$ cat src/sv/ceq_pkg.sv
// ----------------------------------------------------------------------------
// ceq_pkg: shared types and constants for the coalescing event queue
// Holds the queue depth, operation codes, entry, command, result and state types, and a saturating add.
// ----------------------------------------------------------------------------
`default_nettype none
package ceq_pkg;
    localparam int QueueDepth = 512;
    localparam int IdxW = $clog2(QueueDepth);
    localparam int CntW = $clog2(QueueDepth + 1);

    typedef enum logic [1:0] {
        FUNC_PUSH  = 2'd0,
        FUNC_POP   = 2'd1,
        FUNC_FLUSH = 2'd2,
        FUNC_NOP   = 2'd3
    } func_t;

    typedef struct packed {
        logic [31:0] etype;
        logic [63:0] key;
        logic [31:0] pos_x;
        logic [31:0] pos_y;
        logic [31:0] delta_x;
        logic [31:0] delta_y;
        logic [63:0] payload;
    } entry_t;

    typedef struct packed {
        func_t  func;
        logic   handled;
        logic   motion;
        entry_t ent;
    } cmd_t;

    typedef struct packed {
        logic        out_valid;
        entry_t      ent;
        logic [9:0]  pending_count;
        logic        dropped;
    } res_t;

    typedef enum logic [2:0] {
        ST_IDLE,
        ST_SEARCH,
        ST_MERGE,
        ST_POP,
        ST_FLUSH,
        ST_DONE
    } state_t;

    function automatic logic [31:0] sat_add32(input logic [31:0] a, input logic [31:0] b);
        logic [32:0] s;
        s = {a[31], a} + {b[31], b};
        if (s[32] != s[31]) begin
            sat_add32 = s[32] ? 32'h8000_0000 : 32'h7FFF_FFFF;
        end else begin
            sat_add32 = s[31:0];
        end
    endfunction
endpackage
`default_nettype wire

$ cat src/sv/ceq_front.sv
// ----------------------------------------------------------------------------
// ceq_front: input stage
// Accepts stream transfers, classifies motion types, and queues commands.
// ----------------------------------------------------------------------------
`default_nettype none
module ceq_front (
    input  wire logic          aclk,
    input  wire logic          aresetn,
    input  wire logic          s_tvalid,
    output logic               s_tready,
    input  wire logic [319:0]  s_tdata,
    input  wire logic          s_tuser,
    input  wire logic [31:0]   ptr_code,
    input  wire logic [31:0]   fgr_code,
    output logic               cmd_valid,
    input  wire logic          cmd_ready,
    output ceq_pkg::cmd_t      cmd
);
    import ceq_pkg::*;

    cmd_t       q_reg [2];
    logic       wp_reg, rp_reg;
    logic [1:0] cnt_reg;
    cmd_t       c;
    logic       push, pop;

    always_comb begin
        c.func          = func_t'(s_tdata[1:0]);
        c.handled       = s_tuser;
        c.ent.etype     = s_tdata[33:2];
        c.ent.key       = s_tdata[97:34];
        c.ent.pos_x     = s_tdata[129:98];
        c.ent.pos_y     = s_tdata[161:130];
        c.ent.delta_x   = s_tdata[193:162];
        c.ent.delta_y   = s_tdata[225:194];
        c.ent.payload   = s_tdata[289:226];
        c.motion        = (c.ent.etype == ptr_code) || (c.ent.etype == fgr_code);
    end

    assign s_tready  = (cnt_reg != 2'd2);
    assign cmd_valid = (cnt_reg != 2'd0);
    assign cmd       = q_reg[rp_reg];
    assign push      = s_tvalid && s_tready;
    assign pop       = cmd_valid && cmd_ready;

    always_ff @(posedge aclk) begin
        if (push) begin
            q_reg[wp_reg] <= c;
        end
        if (!aresetn) begin
            wp_reg  <= 1'b0;
            rp_reg  <= 1'b0;
            cnt_reg <= 2'd0;
        end else begin
            if (push) wp_reg <= ~wp_reg;
            if (pop)  rp_reg <= ~rp_reg;
            cnt_reg <= cnt_reg + {1'b0, push} - {1'b0, pop};
        end
    end
endmodule
`default_nettype wire

$ cat config.mk
export PLATFORM = sky130hd
export DESIGN_NAME = ceq_front
export DESIGN_NICKNAME = d
export VERILOG_FILES = /design/src/sv/ceq_pkg.sv /design/src/sv/ceq_front.sv
export SDC_FILE = /design/constraint.sdc
export NUM_CORES = 1
export LEC_CHECK = 0
export BUFFER_PORTS_ARGS = -buffer_cell sky130_fd_sc_hd__buf_4
export CAP_MARGIN = 5
export CELL_PAD_IN_SITES_DETAIL_PLACEMENT = 1
export CELL_PAD_IN_SITES_GLOBAL_PLACEMENT = 1
export CORE_AREA = 4 4 261 263
export DETAILED_ROUTE_END_ITERATION = 10
export DIE_AREA = 0 0 265 267
export HOLD_SLACK_MARGIN = 0.06
export MAX_ROUTING_LAYER = met4
export PLACE_DENSITY = 0.75
export SETUP_SLACK_MARGIN = 0.1
export SYNTH_ARGS = -nofsm -noshare
export SYNTH_HDL_FRONTEND = slang
export SYNTH_SLANG_ARGS = --single-unit
$ cat constraint.sdc
create_clock -name aclk -period 17.1 [get_ports aclk]
set_input_delay 0.855 -clock aclk [delete_from_list [all_inputs] [get_ports aclk]]
set_output_delay 0.855 -clock aclk [all_outputs]
set_load 0.05 [all_outputs]
---- Word level (Yosys, flattened, before mapping) ----
Memory sizes are Yosys's and may differ from the RTL's. A register that Yosys moved wholly into a read port is not among the register bits.
Index checks and enable logic that the tools add are counted.
storage, ports and cells
  memories kept ........................... 1
  bits in latches ......................... 0
  memory bits (writable) .................. 584
  register bits after elaboration ......... 4
  logic and storage cells ................. 19
  output and inout bits ................... 294
  ROM bits ................................ 0
cells by class
  multipliers ............................. 0
  reductions and logical operators ........ 4
  div/mod/pow operators ................... 0
  equality and inequality tests ........... 3
  $lt $le $gt $ge ......................... 0
  shift operators ......................... 0
  bitwise logic cells ..................... 2
  muxes and demuxes ....................... 4
  add/sub/neg operators ................... 2
memory list
  name   words  width  rd ports  clocked after Yosys merged registers in  write ports  RTL line         RTL
  q_reg  2      292    1         1                                        1            ceq_front.sv:21  cmd_t q_reg [2];
operators with widths
  cell                                          number
  32-bit == test                                2
  1-bit two-way mux                             4
  2-bit by 1-bit adder with 2-bit output        1
  1-bit logical AND                             2
  2-bit inequality test, second input constant  1
  1-bit NOT                                     2
  2-bit nonzero test                            1
  2-bit by 1-bit subtractor with 2-bit output   1
  1-bit logical OR                              1

---- Longest topological paths before layout ----
Gate-level depths: netlist of the first run.
  depth after elaboration ................. 4
  depth in mapped cells ................... 8

---- Worst setup path before layout of the first run ----
Ideal clock, no wire load.
  path type ............................... reg2reg
  start point ............................. register cnt_reg[0]
  end point ............................... memory q_reg[0][0] (netlist bit), enable pin
  arrival ................................. 13.099 ns
  clock period less this slack ............ 14.052 ns
  required time ........................... 16.147 ns
  library setup time ...................... 0.953 ns
  slack ................................... 3.048 ns
  stages on the path, launching flop included .. 4
  cell sequence ........................... dfxtp_1 -> nand2b_1 -> nand2_1 -> nor2_1
between the ends
  cells in the longest elaborated chain, start to end .. 4
RTL lines
  item                                     RTL line         RTL
  start, declared                          ceq_front.sv:23  logic [1:0] cnt_reg;
  start signal, assigned                   ceq_front.sv:57  cnt_reg <= cnt_reg + {1'b0, push} - {1'b0, pop};
  2-bit inequality test                    ceq_front.sv:40  assign s_tready = (cnt_reg != 2'd2);
  via s_tready                             ceq_front.sv:10  output logic s_tready,
  1-bit logical AND                        ceq_front.sv:43  assign push = s_tvalid && s_tready;
  1-bit two-way mux                        ceq_front.sv:47  if (push) begin
  1-bit two-way mux (not written as such)  ceq_front.sv:48  q_reg[wp_reg] <= c;
  end, declared                            ceq_front.sv:21
The timed path passes the listed nets, and every way through them passes these cells.

==> results of run 1 <==
==> per-layer routing <==
| layer | part of all wire [%] | wire [um] | global-route usage [%] | up-vias |
|---|---|---|---|---|
| li1 | - | - | - | 5401 |
| met2 | 53 | 30300 | 28.2 | 530 |
| met4 | 3.7 | 2100 | 5.83 | 0 |
| met5 | 0 | 0 | - | - |
| met1 | 33 | 18600 | 15.3 | 5968 |
| met3 | 10 | 5840 | 6.18 | 109 |
==> cell families (layout without fill, tap and decap cells) <==
logic type                 Yosys count  after routing  synth area share (%)
DFF                                589            589                  79.8
xor gates and xnor gates            68             68                  2.69
AOI/OAI and AO/OA                    1              1                0.0283
other                                0              3                     0
and+or+nand+nor                     31             31                 0.866
adders and majority gates            2              2                 0.113
muxes                              292            292                  14.9
buffers and inverters               33            770                  1.62
==> final timing paths <==
| check | end | slack (ps) |
|---|---|---|
| worst min-delay path | q_reg[1][121]$_DFFE_PP_ | 440 |
| worst max register to register | q_reg[0][152]$_DFFE_PP_ | 13590 |
| worst min register to register | flop | 550 |
| worst max-delay path | cmd[129] | 13120 |
==> worst max-delay path, stage by stage, from the launching register on <==
cell     delay [ps]
dfxtp_4         790
buf_12          470
mux2_2          470
buf_4           200
==> power by group through the flow <==
stage	Sequential, uW	Clock [uW]	Combinational [uW]
6_report	1900	1190	1780
2_1_floorplan	1990	0	1280
5_1_grt	1910	1300	1850
3_5_place_dp	1930	0	1790
4_1_cts	1900	1230	1800
3_3_place_gp	1910	0	1770
==> stage by stage <==
stage | hold slack (ps) | utilization (%) | setup slack (ps)
CTS | 378 | 45.1 | 13140
global route | 384 | 45.1 | 13040
finish | 438 | 45.1 | 13120
floorplan | 503 | - | 3050
global placement | 519 | 42.4 | 13250
detailed placement | 536 | 42.4 | 13140
==> synth_stat cells <==
cell type / instances / share of area, %
inv_1: 1 / 0.017
buf_6: 31 / 1.6
xor2_1: 64 / 2.5
o22ai_1: 1 / 0.028
ha_1: 2 / 0.11
and2_1: 3 / 0.085
nor2_1: 1 / 0.017
nand4_1: 4 / 0.11
nor4_1: 16 / 0.45
or2_1: 1 / 0.028
and3_1: 1 / 0.028
nand2_1: 1 / 0.017
and2_4: 1 / 0.040
dfxtp_1: 5 / 0.45
nor2b_1: 2 / 0.057
mux2_2: 292 / 15
nand2b_1: 1 / 0.028
buf_2: 1 / 0.023
xnor2_1: 4 / 0.16
edfxtp_1: 584 / 79
==> area by class of cell <==
type	count	area [um^2]	share of cell area [%]
Inverter	1	3.75	0.0127
Clock inverter	38	181	0.612
Multi-Input combinational cell	394	4120	13.9
Sequential cell	589	17600	59.5
Tap cell	864	1080	3.65
Antenna cell	3	7.51	0.0253
Clock buffer	72	1610	5.43
Timing Repair Buffer	659	4980	16.8
==> results.txt, run 1 <==
----------------------------------------------------
[Status]
  Result of the run ... completed

[Power and ir drop]
  Internal power consumption ... 3070 uW
  Clock power share ... 24.5%
  Maximum ir drop on the vdd rail ... 0.103 mV
  Leakage power of the design ... 0.0110 uW
  Switching share of power ... 36.9%
  Combinational share of power ... 36.6%
  Switching pwr ... 1800 uW
  Power Dens Cells ... 164 nW/um^2
  Power after layout ... 4870 uW
  Fraction of power consumed by sequential logic ... 38.9%

[STA]
  Fin crit share ... 23.3%
  Fin Clk Skew ... 11.6 ps
  TNS Setup ... 0 ps
  Unrepaired setup endpoints after global routing ... false
  Highest achievable clock rate ... 251 MHz
  Final Hold Fails ... 0
  Worst-margin pin slew ... 1360 ps
  Fin crit period ... 3980 ps
  Setup-failing EPs final ... 0
  Relative slew slack ... 9.06%
  Pins Over Slew Limit ... 0

[Floorplan]
  Cell Rows ... 94
  Die Ht ... 267 um
  Width of the die ... 265 um
  Initial cell density of the core ... 33.7%
  Total Die Area ... 70800 um^2
  Core region area ... 65600 um^2
  Boundary pin count ... 683

[Run]
  Max-cap viol count ... 0

[Critical path]
  Critical path startpoint category ... flop
  Kind of critical path ... flop to output pin
  CP max FO ... 168
  Endpoint type of the worst setup path ... output pin
  Arrival time at the worst endpoint ... 3130 ps
  Depth of the most critical reg-to-reg path ... 5
  Startpoint of the worst-slack reg-to-reg timing path ... cnt_reg[0]$_SDFF_PN0_
  Required arrival time at the worst endpoint ... 16250 ps

[Yosys]
  Number of distinct library cells after synthesis ... 20
  Synthesized Nets ... 1407
  Synth Warn # ... 0
  Mean post-synth cell area ... 21.8 um^2
  Post-synthesis cell count ... 1016
  Number of flip-flops and latches in the synthesized netlist ... 589
  Proportion of synthesized chip area in sequential cells ... 79.8%
  Cell Area, Synth ... 22100 um^2

[Detailed routing]
  Antenna violation net count after detailed routing ... 0
  Length of the first detailed-routing pass in iterations ... 4
  Residual DRC ... 0
  Routed vias ... 12000
  DR iter-0 viols ... 704
  Wirelength per Cell ... 21.7 um
  Avg Vias per Cell ... 4.58
  Wire length reported by the detailed router ... 56.9 mm

[Place]
  Post-DP HPWL ... 40.6 mm
  Placed inst area ... 27800 um^2
  RD Place Congestion ... 0.885
  Post-placement cell count ... 2507
  # port buffers ... 652

[Layout]
  Final nets ... 2097
  Relative area change from synthesis to final layout ... 34.1%
  Fraction of final layout cells with drive strength greater than 1 ... 59.3%
  Layout fillers ... 6393
  Flip-flop count of the largest register, all copies and words added ... 584
  Most common library cell in the layout ignoring fill and taps ... buf_4
  Final cell area excluding filler cells ... 29600 um^2
  Number of standard cells in the layout, taps in and fillers out ... 2620
  Commonest cells after routing, fill and taps aside ... buf_4 (656), edfxtp_1 (584), mux2_2 (292)

[GRT]
  Remaining Overflow, GRT ... 0
  First-pass GRT wire length ... 82.1 mm
  Overall fraction of global-route tracks in use ... 15.7%
  Initial antenna violation count ... 3
  Pin count of the biggest net entering global routing ... 169
  Number of global-route vias before repair ... 13600

[Clock network]
  Number of buffers inserted by hold repair at cts ... 0
  Clk sink count ... 589
  H-tree depth ... 2
  TritonCTS buffer count ... 61
  Post-CTS clock slew at the launch and capture registers of the worst setup and hold paths ... 60 ps
  Root Buffer Master ... clkbuf_16
  Clock Path Buffers ... 3
  Clock tree from TritonCTS ... done
  Clock latency on the worst-skew pair ... 590 ps
  PostCTS Resize Cnt ... 0
  Post-CTS setup buffer count ... 0

[Min path]
  Cell depth of the worst hold path ... 1
  Hold Crit Class ... input port to flop
  Startpoint of the most critical hold path ... s_tdata[187]

----------------------------------------------------
Power figures use the tool's default switching activity.
==> inputs of run 2 (changes only) <==
- ABC_AREA: unset -> 1
- CORE_AREA: 4 4 261 263 -> 4 4 263 265
- DIE_AREA: 0 0 265 267 -> 0 0 267 269
- PLACE_DENSITY: 0.75 -> 0.77
- clock period: 17.1 -> 3.65 ns (I/O delays scaled with it)
==> run 2 against run 1 <==
  * Sequential share of layout area fell by 6.4 points
  * Clock skew rose by 20 ps
  * Global-route usage rose by 4.0 points
  * First-iteration DRC count rose by 25%
  * Clock-buffer cell count rose by 14
  * Power rose to 5.0 times the previous value
  * Sequential power rose to 4.7 times the previous value
  * Largest cell class unchanged
  * Highest routed layer unchanged
==> results.txt, run 2 <==
----------------------------------------------------
[STA]
  Worst-margin pin slew ... 1040 ps
  Fin crit share ... 75.2%
  Hold_ws ... 287 ps
  Highest achievable clock rate ... 364 MHz
  Final Hold Fails ... 0
  Relative slew slack ... 30.5%
  Fin crit period ... 2750 ps
  Setup-failing EPs final ... 0
  Unrepaired setup endpoints after global routing ... false
  Fin Clk Skew ... 31.9 ps
  Pins Over Slew Limit ... 0

[Place]
  # port buffers ... 652
  Placed inst area ... 28300 um^2
  Post-DP HPWL ... 44.2 mm
  RD Place Congestion ... 0.868
  Post-placement cell count ... 2626

[Power and ir drop]
  Power after layout ... 24100 uW
  Leakage power of the design ... 0.0126 uW
  Power Dens Cells ... 727 nW/um^2
  Maximum ir drop on the vdd rail ... 0.524 mV

[Critical path]
  Number of buffer and inverter instances along the worst setup path ... 2
  Gate family responsible for the most delay along the worst path ... flip-flops
  Endpoint type of the worst setup path ... output pin
  Delay of the slowest critical-path stage ... 820 ps
  Required arrival time at the worst endpoint ... 3470 ps
  Arrival time at the worst endpoint ... 2560 ps
  Cell with the most instances on the worst path ... buf_4
  Kind of critical path ... flop to output pin
  Cell-by-cell trace of the critical path ... buf_4 -> mux2_2 -> buf_4
  Critical path startpoint category ... flop
  CP max FO ... 39
  Critical Path Slowest Stage Cell ... dfxtp_4

[Yosys]
  Mean post-synth cell area ... 20.1 um^2
  Leading post-synthesis cells by cell area ... edfxtp_1 (79%), mux2_2 (15%), xnor2_1 (2.0%), buf_6 (1.6%), nand2_1 (1.4%)
  Cell Area, Synth ... 22300 um^2
  Number of distinct library cells after synthesis ... 15
  Cell taking the most area after synthesis ... edfxtp_1
  Synthesized Nets ... 1501
  Post-synthesis cell count ... 1110
  Flip-flop cell with the highest count after synthesis ... edfxtp_1
  Number of flip-flops and latches in the synthesized netlist ... 589
  Async set-or-reset flop fraction in the synthesized netlist ... 0%
  Fraction of synthesized cell area taken by the top area cell type ... 78.6%
  Number of flops mapped to enable cells by yosys ... 584
  Proportion of synthesized chip area in sequential cells ... 79.1%
  Most frequent cell after synthesis ... edfxtp_1
  Most frequent cells after synthesis ... edfxtp_1 (584), mux2_2 (292), nand2_1 (86)
  Synth Warn # ... 0

[GRT]
  Pin count of the biggest net entering global routing ... 141
  Initial antenna violation count ... 8
  Remaining Overflow, GRT ... 0
  First-pass GRT wire length ... 103 mm
  Overall fraction of global-route tracks in use ... 19.7%
  Number of global-route vias before repair ... 16300

[Floorplan]
  Total Die Area ... 71800 um^2
  Die Ht ... 269 um
  Boundary pin count ... 683
  Width of the die ... 267 um
  Initial cell density of the core ... 33.4%
  Core region area ... 66800 um^2
  Cell Rows ... 95

[Detailed routing]
  Routed vias ... 14100
  Wirelength per Cell ... 23.6 um
  Met3 Routed Length ... 5.08 mm
  Detailed-routing wirelength on met1 ... 24.4 mm
  Residual DRC ... 0
  DR iter-0 viols ... 879
  Antenna violation net count after detailed routing ... 0
  Met2 WL post-DR ... 39.9 mm
  Avg Vias per Cell ... 4.62
  Highest metal layer used by the detailed router ... met4
  Wire length reported by the detailed router ... 71.6 mm
  Length of the first detailed-routing pass in iterations ... 5

[Min path]
  Hold Crit Class ... input port to flop

[Clock network]
  PostCTS Resize Cnt ... 0
  Clock Path Buffers ... 3
  H-tree depth ... 3
  Root Buffer Master ... clkbuf_16
  Post-CTS clock slew at the launch and capture registers of the worst setup and hold paths ... 60 ps
  Clock latency on the worst-skew pair ... 600 ps
  TritonCTS buffer count ... 66
  Post-CTS setup buffer count ... 0
  Clk sink count ... 589
  Number of buffers inserted by hold repair at cts ... 294
  Clock tree from TritonCTS ... done

[Layout]
  Final cell area excluding filler cells ... 33200 um^2
  Number of standard cells in the layout, taps in and fillers out ... 3039
  Layout fillers ... 6410
  Flip-flop count of the largest register, all copies and words added ... 584
  Final nets ... 2506
  Relative area change from synthesis to final layout ... 48.9%
  Fraction of final layout cells with drive strength greater than 1 ... 49.0%
  Most common library cell in the layout ignoring fill and taps ... buf_4
  Commonest cells after routing, fill and taps aside ... buf_4 (668), edfxtp_1 (584), dlygate4sd3_1 (294)

[Status]
  Result of the run ... completed

[Run]
  Max-cap viol count ... 0

----------------------------------------------------
## run 2: cells by family after synthesis
family                   after synthesis  synth area share, %
AO/OA/AOI/OAI                          7                0.157
AND/OR/NAND/NOR                      109                 1.85
flip-flops                           589                 79.1
multiplexers                         292                 14.7
buffers and inverters                 59                 2.04
adder cells (fa/ha/maj)                2                0.112
XOR/XNOR                              52                 2.04
## run 2: path summary, 6_finish.rpt
check | start | endpoint | slack, ps | depth (start not counted)
max | flop | cmd[14] | 900 | 3
min | fgr_code[15] | q_reg[1][288]$_DFFE_PP_ | 290 | 8
max reg2reg | cnt_reg[1]$_SDFF_PN0_ | q_reg[1][67]$_DFFE_PP_ | 1590 | 4
min reg2reg | rp_reg$_SDFFE_PN0P_ | flop | 460 | 1
## run 2: area by class of cell
cell class	count	area (um^2)	share of cell area, %
Antenna cell	7	17.5	0.0527
Clock buffer	86	1750	5.26
Clock inverter	26	256	0.772
Inverter	27	101	0.305
Multi-Input combinational cell	462	4260	12.8
Sequential cell	589	17600	53.1
Tap cell	873	1090	3.29
Timing Repair Buffer	969	8100	24.4
## run 2: per-stage QoR
stage / setup WS (ps) / TNS, ps / utilization (%)
6_report: 904 / 0 / 49.7
5_1_grt: 728 / 0 / 49.7
4_1_cts: 797 / 0 / 49.7
3_5_place_dp: 1440 / 0 / 42.3
3_3_place_gp: 1470 / 0 / 42.3
2_1_floorplan: -1670 / -969400 / -
## run 2: routing by layer
| metal | track usage (%) | vias up |
|---|---|---|
| met1 | 19.6 | 7110 |
| met3 | 5.78 | 125 |
| met2 | 36.8 | 554 |
| met4 | 6.92 | 0 |
| li1 | - | 6261 |
| met5 | - | - |
## run 2: where the power goes
group	internal [uW]	leakage (uW)	switching [uW]
logic	2910	0.00609	5920
clock network	3610	0.000967	2720
registers	8650	0.00550	339
total	15200	0.0126	8970
## run 2: worst min-delay path, stage by stage
cell,delay (ps)
buf_4,80
xnor2_1,50
nand2_1,50
nor2_1,30
nand2_1,80
nor2_1,60
nand2_1,60
nand2_1,80
